--- src/rtl/mbps_pkg.sv ---
// ----------------------------------------------------------------------------
// mbps_pkg
// Shared constants, types and helpers for the masked byte pattern scanner.
// ----------------------------------------------------------------------------
package mbps_pkg;

    localparam int MAX_PATTERN  = 16;
    localparam int OFFSET_BITS  = 32;
    localparam int PAT_BYTES    = 16;
    localparam int LEN_BITS     = $clog2(MAX_PATTERN + 1);
    localparam int WIN_IDX_BITS = (MAX_PATTERN > 1) ? $clog2(MAX_PATTERN) : 1;

    localparam int BYTE_BITS    = 8;
    localparam int MATCH_BITS   = 32;
    localparam int CFG_IDX_BITS = 8;
    localparam int CFG_DAT_BITS = 64;
    localparam int PLEN_BITS    = 5;
    localparam int CARE_BITS    = 16;

    // register indexes of the configuration port
    localparam logic [CFG_IDX_BITS-1:0] REG_PATTERN_LOW    = CFG_IDX_BITS'(0);
    localparam logic [CFG_IDX_BITS-1:0] REG_PATTERN_HIGH   = CFG_IDX_BITS'(1);
    localparam logic [CFG_IDX_BITS-1:0] REG_CARE_MASK      = CFG_IDX_BITS'(2);
    localparam logic [CFG_IDX_BITS-1:0] REG_PATTERN_LENGTH = CFG_IDX_BITS'(3);

    localparam logic [CARE_BITS-1:0] CARE_RESET = '1;
    localparam logic [PLEN_BITS-1:0] PLEN_RESET = PLEN_BITS'(1);

    typedef struct packed {
        logic [63:0]          pattern_high;
        logic [63:0]          pattern_low;
        logic [CARE_BITS-1:0] care_mask;
        logic [PLEN_BITS-1:0] pattern_length;
    } t_cfg;

    typedef struct packed {
        logic                   hit;
        logic [MATCH_BITS-1:0]  offset;
    } t_scan_res;

    // zero acts as one, anything above the window depth is clamped
    function automatic logic [LEN_BITS-1:0] active_length(input logic [PLEN_BITS-1:0] plen);
        logic [31:0] wide;
        wide = 32'(plen);
        if (plen == '0) begin
            return LEN_BITS'(1);
        end else if (wide > 32'(MAX_PATTERN)) begin
            return LEN_BITS'(MAX_PATTERN);
        end else begin
            return LEN_BITS'(plen);
        end
    endfunction

endpackage

--- src/rtl/mbps_in_if.sv ---
// ----------------------------------------------------------------------------
// mbps_in_if
// Byte stream channel into the scanner.
// ----------------------------------------------------------------------------
interface mbps_in_if;
    logic       valid;
    logic       ready;
    logic [7:0] mem_byte;
    logic       region_start;

    modport source (output valid, output mem_byte, output region_start, input ready);
    modport sink   (input valid, input mem_byte, input region_start, output ready);
endinterface

--- src/rtl/mbps_out_if.sv ---
// ----------------------------------------------------------------------------
// mbps_out_if
// Match result channel out of the scanner.
// ----------------------------------------------------------------------------
interface mbps_out_if;
    logic        valid;
    logic        ready;
    logic [31:0] match_offset;

    modport source (output valid, output match_offset, input ready);
    modport sink   (input valid, input match_offset, output ready);
endinterface

--- src/rtl/mbps_cfg_if.sv ---
// ----------------------------------------------------------------------------
// mbps_cfg_if
// Register write channel of the scanner.
// ----------------------------------------------------------------------------
interface mbps_cfg_if;
    logic        valid;
    logic        ready;
    logic [7:0]  index;
    logic [63:0] data;

    modport source (output valid, output index, output data, input ready);
    modport sink   (input valid, input index, input data, output ready);
endinterface

--- src/rtl/mbps_cfg_regs.sv ---
// ----------------------------------------------------------------------------
// mbps_cfg_regs
// Pattern, care mask and length registers, written over the config channel.
// ----------------------------------------------------------------------------
module mbps_cfg_regs (
    input  logic           i_clk,
    input  logic           i_rst_n,
    mbps_cfg_if.sink       i_cfg,
    output mbps_pkg::t_cfg o_cfg
);
    import mbps_pkg::*;

    t_cfg r_cfg;

    assign i_cfg.ready = 1'b1;
    assign o_cfg       = r_cfg;

    always_ff @(posedge i_clk) begin
        if (!i_rst_n) begin
            r_cfg.pattern_low    <= '0;
            r_cfg.pattern_high   <= '0;
            r_cfg.care_mask      <= CARE_RESET;
            r_cfg.pattern_length <= PLEN_RESET;
        end else if (i_cfg.valid) begin
            unique case (i_cfg.index)
                REG_PATTERN_LOW:    r_cfg.pattern_low    <= i_cfg.data;
                REG_PATTERN_HIGH:   r_cfg.pattern_high   <= i_cfg.data;
                REG_CARE_MASK:      r_cfg.care_mask      <= i_cfg.data[CARE_BITS-1:0];
                REG_PATTERN_LENGTH: r_cfg.pattern_length <= i_cfg.data[PLEN_BITS-1:0];
                default: begin
                end
            endcase
        end
    end

endmodule

--- src/rtl/mbps_scan_core.sv ---
// ----------------------------------------------------------------------------
// mbps_scan_core
// Byte window, fresh count and offset counter with the masked window compare.
// ----------------------------------------------------------------------------
module mbps_scan_core (
    input  logic                i_clk,
    input  logic                i_rst_n,
    input  logic                i_step,
    input  logic [7:0]          i_byte,
    input  logic                i_start,
    input  mbps_pkg::t_cfg      i_cfg,
    output mbps_pkg::t_scan_res o_res
);
    import mbps_pkg::*;

    logic [BYTE_BITS-1:0]   r_window [MAX_PATTERN];
    logic [BYTE_BITS-1:0]   n_window [MAX_PATTERN];
    logic [LEN_BITS-1:0]    r_fresh, n_fresh;
    logic [OFFSET_BITS-1:0] r_pos, n_pos;

    logic [LEN_BITS-1:0]    len;
    logic [LEN_BITS-1:0]    fresh_base;
    logic [LEN_BITS-1:0]    fresh_inc;
    logic [OFFSET_BITS-1:0] here;
    logic [OFFSET_BITS-1:0] start_off;
    logic [8*PAT_BYTES-1:0] pattern;
    logic                   miss;
    logic                   hit;
    logic [LEN_BITS-1:0]    win_sel;

    assign len     = active_length(i_cfg.pattern_length);
    assign pattern = {i_cfg.pattern_high, i_cfg.pattern_low};

    always_comb begin
        n_window[0] = i_byte;
        for (int j = 1; j < MAX_PATTERN; j++) begin
            n_window[j] = r_window[j-1];
        end
    end

    always_comb begin
        fresh_base = i_start ? '0 : r_fresh;
        fresh_inc  = (32'(fresh_base) < 32'(MAX_PATTERN)) ?
                     fresh_base + LEN_BITS'(1) : fresh_base;
        here       = i_start ? '0 : r_pos;
        n_pos      = here + OFFSET_BITS'(1);
    end

    // pattern byte k lines up with window entry len-1-k
    always_comb begin
        miss    = 1'b0;
        win_sel = '0;
        for (int k = 0; k < MAX_PATTERN; k++) begin
            win_sel = len - LEN_BITS'(1) - LEN_BITS'(k);
            if (k < PAT_BYTES) begin
                if ((LEN_BITS'(k) < len) && i_cfg.care_mask[k] &&
                    (n_window[win_sel[WIN_IDX_BITS-1:0]] != pattern[8*k +: 8])) begin
                    miss = 1'b1;
                end
            end
        end
        hit       = (fresh_inc >= len) && !miss;
        n_fresh   = hit ? '0 : fresh_inc;
        start_off = here - OFFSET_BITS'(len - LEN_BITS'(1));
    end

    assign o_res.hit    = hit;
    assign o_res.offset = MATCH_BITS'(start_off);

    always_ff @(posedge i_clk) begin
        if (!i_rst_n) begin
            r_fresh <= '0;
            r_pos   <= '0;
        end else if (i_step) begin
            r_fresh <= n_fresh;
            r_pos   <= n_pos;
        end
    end

    // window contents are only compared once enough fresh bytes have arrived
    always_ff @(posedge i_clk) begin
        if (i_step) begin
            r_window <= n_window;
        end
    end

endmodule

--- src/rtl/masked_byte_pattern_scanner.sv ---
// ----------------------------------------------------------------------------
// masked_byte_pattern_scanner
// Streams region bytes against a wildcard pattern and reports match offsets.
// ----------------------------------------------------------------------------
// Usage:
//   i_cfg  : register writes (pattern low/high, care mask, length), always
//            ready; write only while the scanner is idle.
//   i_in   : one region byte per transfer, region_start flags the first byte
//            of a region and zeroes the offset and the fresh-byte count.
//   o_out  : one transfer per match, carrying the offset of the match's first
//            byte; issued for the transfer that delivers the last match byte.
// Matches are leftmost and never overlap; the search restarts after a match.
// Pipeline: each byte is registered in the input register, then its compare
// result is registered in the result register.
// Throughput: one byte per cycle while the receiver is not stalling.
// Reset clears the window count, the offset counter and both pipeline valids;
// registers return to pattern zero, care mask all ones, length one.
// When the receiver stalls the result register holds; one more byte is taken
// into the input register, then i_in.ready drops until the result is taken.
// ----------------------------------------------------------------------------
module masked_byte_pattern_scanner (
    input  logic        i_clk,
    input  logic        i_rst_n,
    mbps_cfg_if.sink    i_cfg,
    mbps_in_if.sink     i_in,
    mbps_out_if.source  o_out
);
    import mbps_pkg::*;

    t_cfg      cfg;
    t_scan_res res;

    logic                  r_s1_valid;
    logic [BYTE_BITS-1:0]  r_s1_byte;
    logic                  r_s1_start;
    logic                  r_out_valid;
    logic [MATCH_BITS-1:0] r_out_offset;

    logic advance;
    logic step;

    mbps_cfg_regs u_cfg_regs (
        .i_clk   (i_clk),
        .i_rst_n (i_rst_n),
        .i_cfg   (i_cfg),
        .o_cfg   (cfg)
    );

    mbps_scan_core u_scan_core (
        .i_clk   (i_clk),
        .i_rst_n (i_rst_n),
        .i_step  (step),
        .i_byte  (r_s1_byte),
        .i_start (r_s1_start),
        .i_cfg   (cfg),
        .o_res   (res)
    );

    // the compare stage moves whenever the result register is free
    assign advance = !r_out_valid || o_out.ready;
    assign step    = r_s1_valid && advance;

    assign i_in.ready         = !r_s1_valid || advance;
    assign o_out.valid        = r_out_valid;
    assign o_out.match_offset = r_out_offset;

    always_ff @(posedge i_clk) begin
        if (!i_rst_n) begin
            r_s1_valid <= 1'b0;
        end else if (i_in.valid && i_in.ready) begin
            r_s1_valid <= 1'b1;
        end else if (advance) begin
            r_s1_valid <= 1'b0;
        end
    end

    always_ff @(posedge i_clk) begin
        if (i_in.valid && i_in.ready) begin
            r_s1_byte  <= i_in.mem_byte;
            r_s1_start <= i_in.region_start;
        end
    end

    always_ff @(posedge i_clk) begin
        if (!i_rst_n) begin
            r_out_valid <= 1'b0;
        end else if (advance) begin
            r_out_valid <= step && res.hit;
        end
    end

    always_ff @(posedge i_clk) begin
        if (step && res.hit) begin
            r_out_offset <= res.offset;
        end
    end

endmodule

--- src/flat_wrapper.sv ---
// flat-port wrapper written by rule: the top's interface ports become plain ports
module masked_byte_pattern_scanner_flat import mbps_pkg::*;
  (i_clk, i_rst_n, i_cfg_valid, i_cfg_index, i_cfg_data, i_cfg_ready, i_in_valid, i_in_mem_byte, i_in_region_start, i_in_ready, o_out_valid, o_out_match_offset, o_out_ready);
  mbps_cfg_if i_cfg_i ();
  mbps_in_if i_in_i ();
  mbps_out_if o_out_i ();
  input  logic i_clk;
  input  logic i_rst_n;
  input wire logic [$bits(i_cfg_i.valid)-1:0] i_cfg_valid;
  input wire logic [$bits(i_cfg_i.index)-1:0] i_cfg_index;
  input wire logic [$bits(i_cfg_i.data)-1:0] i_cfg_data;
  output wire logic [$bits(i_cfg_i.ready)-1:0] i_cfg_ready;
  input wire logic [$bits(i_in_i.valid)-1:0] i_in_valid;
  input wire logic [$bits(i_in_i.mem_byte)-1:0] i_in_mem_byte;
  input wire logic [$bits(i_in_i.region_start)-1:0] i_in_region_start;
  output wire logic [$bits(i_in_i.ready)-1:0] i_in_ready;
  output wire logic [$bits(o_out_i.valid)-1:0] o_out_valid;
  output wire logic [$bits(o_out_i.match_offset)-1:0] o_out_match_offset;
  input wire logic [$bits(o_out_i.ready)-1:0] o_out_ready;
  assign i_cfg_i.valid = i_cfg_valid;
  assign i_cfg_i.index = i_cfg_index;
  assign i_cfg_i.data = i_cfg_data;
  assign i_cfg_ready = i_cfg_i.ready;
  assign i_in_i.valid = i_in_valid;
  assign i_in_i.mem_byte = i_in_mem_byte;
  assign i_in_i.region_start = i_in_region_start;
  assign i_in_ready = i_in_i.ready;
  assign o_out_valid = o_out_i.valid;
  assign o_out_match_offset = o_out_i.match_offset;
  assign o_out_i.ready = o_out_ready;
  masked_byte_pattern_scanner u_core (.i_clk(i_clk), .i_rst_n(i_rst_n), .i_cfg(i_cfg_i), .i_in(i_in_i), .o_out(o_out_i));
endmodule
--- config.mk ---
export PLATFORM = sky130hd
export DESIGN_NAME = masked_byte_pattern_scanner_flat
export DESIGN_NICKNAME = d
export VERILOG_FILES = /design/src/rtl/mbps_pkg.sv /design/src/rtl/mbps_in_if.sv /design/src/rtl/mbps_out_if.sv /design/src/rtl/mbps_cfg_if.sv /design/src/rtl/mbps_cfg_regs.sv /design/src/rtl/mbps_scan_core.sv /design/src/rtl/masked_byte_pattern_scanner.sv /design/src/flat_wrapper.sv
export SDC_FILE = /design/constraint.sdc
export NUM_CORES = 1
export LEC_CHECK = 0
export BUFFER_PORTS_ARGS = -buffer_cell sky130_fd_sc_hd__clkbuf_2
export CAP_MARGIN = 10
export CORE_MARGIN = 8
export CORE_UTILIZATION = 60
export CTS_BUF_LIST = sky130_fd_sc_hd__clkbuf_4 sky130_fd_sc_hd__clkbuf_8
export DETAILED_ROUTE_END_ITERATION = 7
export PLACE_DENSITY = 0.82
export SYNTH_ARGS = -nofsm -noshare
export SYNTH_HDL_FRONTEND = slang
export SYNTH_SLANG_ARGS = --single-unit
--- constraint.sdc ---
create_clock -name i_clk -period 8.12 [get_ports i_clk]
set_clock_uncertainty 0.15 [all_clocks]
set_input_delay 1.624 -clock i_clk [delete_from_list [all_inputs] [get_ports i_clk]]
set_output_delay 1.624 -clock i_clk [all_outputs]
set_load 0.05 [all_outputs]
==> impl_metrics.yaml <==
timing:
  fin_crit_ns: 7.06
  worst-slew-pin-transition_ns: 1.14
  finalHoldViolations: 0
  fmax_mhz: 142
  final_min_period_over_clock_period: 0.870
  fin_setup_tns_ns: 0
  setup_viol: 0
  maxSlewViolCount: 0
  rsz0062_at_grt: "false"
  relSlewSlack: 0.234
synthesis:
  synth_top_family_by_area: "multiplexers"
  ys_top_cells_by_area: "edfxtp_1 (22%), mux4_2 (17%), dfxtp_1 (17%), mux2i_1 (8.7%), nand2_1 (6.1%)"
  synth.largest_area_cell: "edfxtp_1"
  async_flop_share: 0
  synth_cell_type_count: 74
  avgSynthCellArea_um2: 11.0
  synth_sequential_area_ratio: 0.384
  synthSimpleGateAreaFrac: 0.128
  netlist.area_leader.share: 0.216
  synth.ff_latch_count: 349
  synth_compound_area_frac: 0.0894
  syn_area_um2: 22400
  synthFlopType: "dfxtp_1"
  yosys.area_share.xor_xnor: 0.0773
  syn_nets: 2163
  synth_edf_count: 161
  syn_inst: 2028
  synth.mux.area_fraction: 0.264
  yosys_warnings: 0
  synthAdderAreaFrac: 0.0278
route:
  wire_per_inst_um: 24.5
  drt_iter0_markers: 2124
  wl_mm: 64.5
  viasPerCell: 6.60
  dr.pass1.iters: 6
  postRouteAntennaNets: 0
  vias: 17300
  route.detailed.drc: 0
layout:
  layout_commonest_cell: "nand2_1"
  post-route-util: 0.670
  final_nets: 2246
  seqCellArea_um2: 8600
  layout-drive-gt1-share: 0.209
  n_antenna_cell: 0
  multiInputGateArea_um2: 13200
  layout_common_cells: "nand2_1 (365), mux2i_1 (195), dfxtp_1 (188)"
  area_delta_synth_final_pct: 9.94
  nFillCells: 2685
worst_setup_path:
  endpoint_kind: "flop"
  required_ns: 8.25
  arrival_ns: 7.19
  path_max_fanout: 32
  timing_worst_setup_path_type: "flop to flop"
  cp-start-kind: "flop"
grt:
  grt_pass1_vias: 16700
  grt_use_total: 0.291
  grt-ovfl-total: 0
  grt_start_max_net_pins: 118
  antenna_found_initial: 1
  grt_pass1_wl_mm: 99.5
clocking:
  clkSinkCount: 349
  cts_setup_buffers: 0
  cts_resized: 0
  clock_path_buffers: 3
  htreeDepth: 2
  cts_root_buffer: "clkbuf_8"
  cts_buffers: 58
  tritoncts: "yes"
  clock_latency_ns: 0.68
  cts_hold_buf: 0
  path_clk_slew_ns: 0.07
floorplanning:
  row_count: 70
  start_util: 0.609
  design.core.area_um2: 36700
  dieHeight_um: 209
  dieArea_um2: 43700
  die_w_um: 209
  boundaryPins: 121
job:
  maxCapViolCount: 0
run_status:
  status: "finished, final reports clean"
placement:
  dpl.hpwl_mm: 46.6
  finalWeightedCongestion: 0.977
  port_buffers: 119
pwr:
  ir_drop_mv: 0.153
  total_power_mw: 3.92
  leakagePower_nw: 9.27
  power.density_nw_per_um2: 159
hold_path:
  hp-class: "flop to flop"
-- power breakdown --
group / internal [mW] / leakage [nW] / switching (mW)
Sequential: 1.87 / 3.00 / 0.0371
Clock: 0.979 / 0.699 / 0.763
Combinational: 0.117 / 5.58 / 0.148
Total: 2.97 / 9.27 / 0.948
-- cells in the mapped netlist (14+ instances only) --
cell type / n
buf_1: 18
o21ai_0: 29
edfxtp_1: 161
nand3_1: 37
clkbuf_1: 75
xnor2_1: 80
nand2b_1: 15
dfxtp_1: 188
nand2_1: 366
and2_1: 33
buf_2: 19
nand4_1: 14
xor2_1: 110
mux2i_1: 195
nor3_1: 22
nor4_1: 25
mux4_2: 173
nor2_1: 40
ha_1: 48
a21oi_1: 47
nor2b_1: 43
a21boi_0: 135
inv_1: 27
-- cell families (layout without fill, tap and decap cells) --
group	count (synthesis)	in the layout
simple gates	623	623
mux	372	372
flops	349	349
compound gates	287	287
xor+xnor	194	194
buf+inv	153	286
fa+ha+maj	49	49
other cells	1	1
-- through the flow --
stage | cells | instance area (µm²) | worst slack (ns) | hold slack (ns)
2_1_floorplan | 2028 | 22400 | 0.613 | 0.284
3_3_place_gp | 2519 | 23300 | 1.44 | 0.315
3_5_place_dp | 2519 | 23300 | 1.10 | 0.324
4_1_cts | 2629 | 24600 | 1.07 | 0.333
5_1_grt | 2629 | 24600 | 0.628 | 0.350
6_report | 2629 | 24600 | 1.06 | 0.331
-- final cells by class --
class | instances | area share
Clock inverter | 18 | 0.00601
Sequential cell | 349 | 0.350
Tap cell | 468 | 0.0238
Clock buffer | 92 | 0.0474
Timing Repair Buffer | 142 | 0.0314
Multi-Input combinational cell | 1526 | 0.536
Inverter | 34 | 0.00539
-- sequential cells by signal (all words and copies together), names as in the netlist --
signal and flops:
u_core.u_scan_core.n_window 120, u_core.r_s1_byte 8, u_core.r_s1_start 1, u_core.u_cfg_regs.o_cfg 149
u_core.o_out.match_offset 32, u_core.o_out.valid 1, u_core.u_scan_core.r_pos 32, u_core.u_scan_core.r_fresh 5
u_core.r_s1_valid 1
-- path summary, 6_finish.rpt --
| check | from | to | slack, ns | cells past startpoint |
|---|---|---|---|---|
| max | u_core.u_cfg_regs.o_cfg[4] | u_core.o_out.match_offset[14] | 1.06 | 16 |
| min | u_core.u_cfg_regs.o_cfg[46] | u_core.u_cfg_regs.o_cfg[46] | 0.33 | 2 |
| max reg2reg | u_core.u_cfg_regs.o_cfg[4] | u_core.o_out.match_offset[14] | 1.06 | 16 |
| min reg2reg | u_core.u_cfg_regs.o_cfg[46] | u_core.u_cfg_regs.o_cfg[46] | 0.33 | 2 |
-- critical path: stages, from the launching register on --
cell	delay [ns]
dfxtp_1	0.49
or4_4	0.59
nand2_4	0.43
ha_1	0.60
ha_1	0.37
nand2b_1	0.16
a211oi_1	0.08
a311oi_1	0.29
a311o_1	0.82
mux4_2	0.62
xnor2_1	0.21
nand3_1	0.13
o311ai_1	0.30
o21a_1	0.20
o2111ai_1	0.10
nand4bb_4	0.35
nor2_4	0.74
-- routing by layer --
metal,vias up,routed length [µm],GRT usage
met3,155,7880,0.0899
met2,1068,29600,0.453
met5,-,13,0
met1,8461,24600,0.381
met4,2,2390,0.108
li1,7659,-,-
No activity file was read; power rests on OpenSTA's default activity.
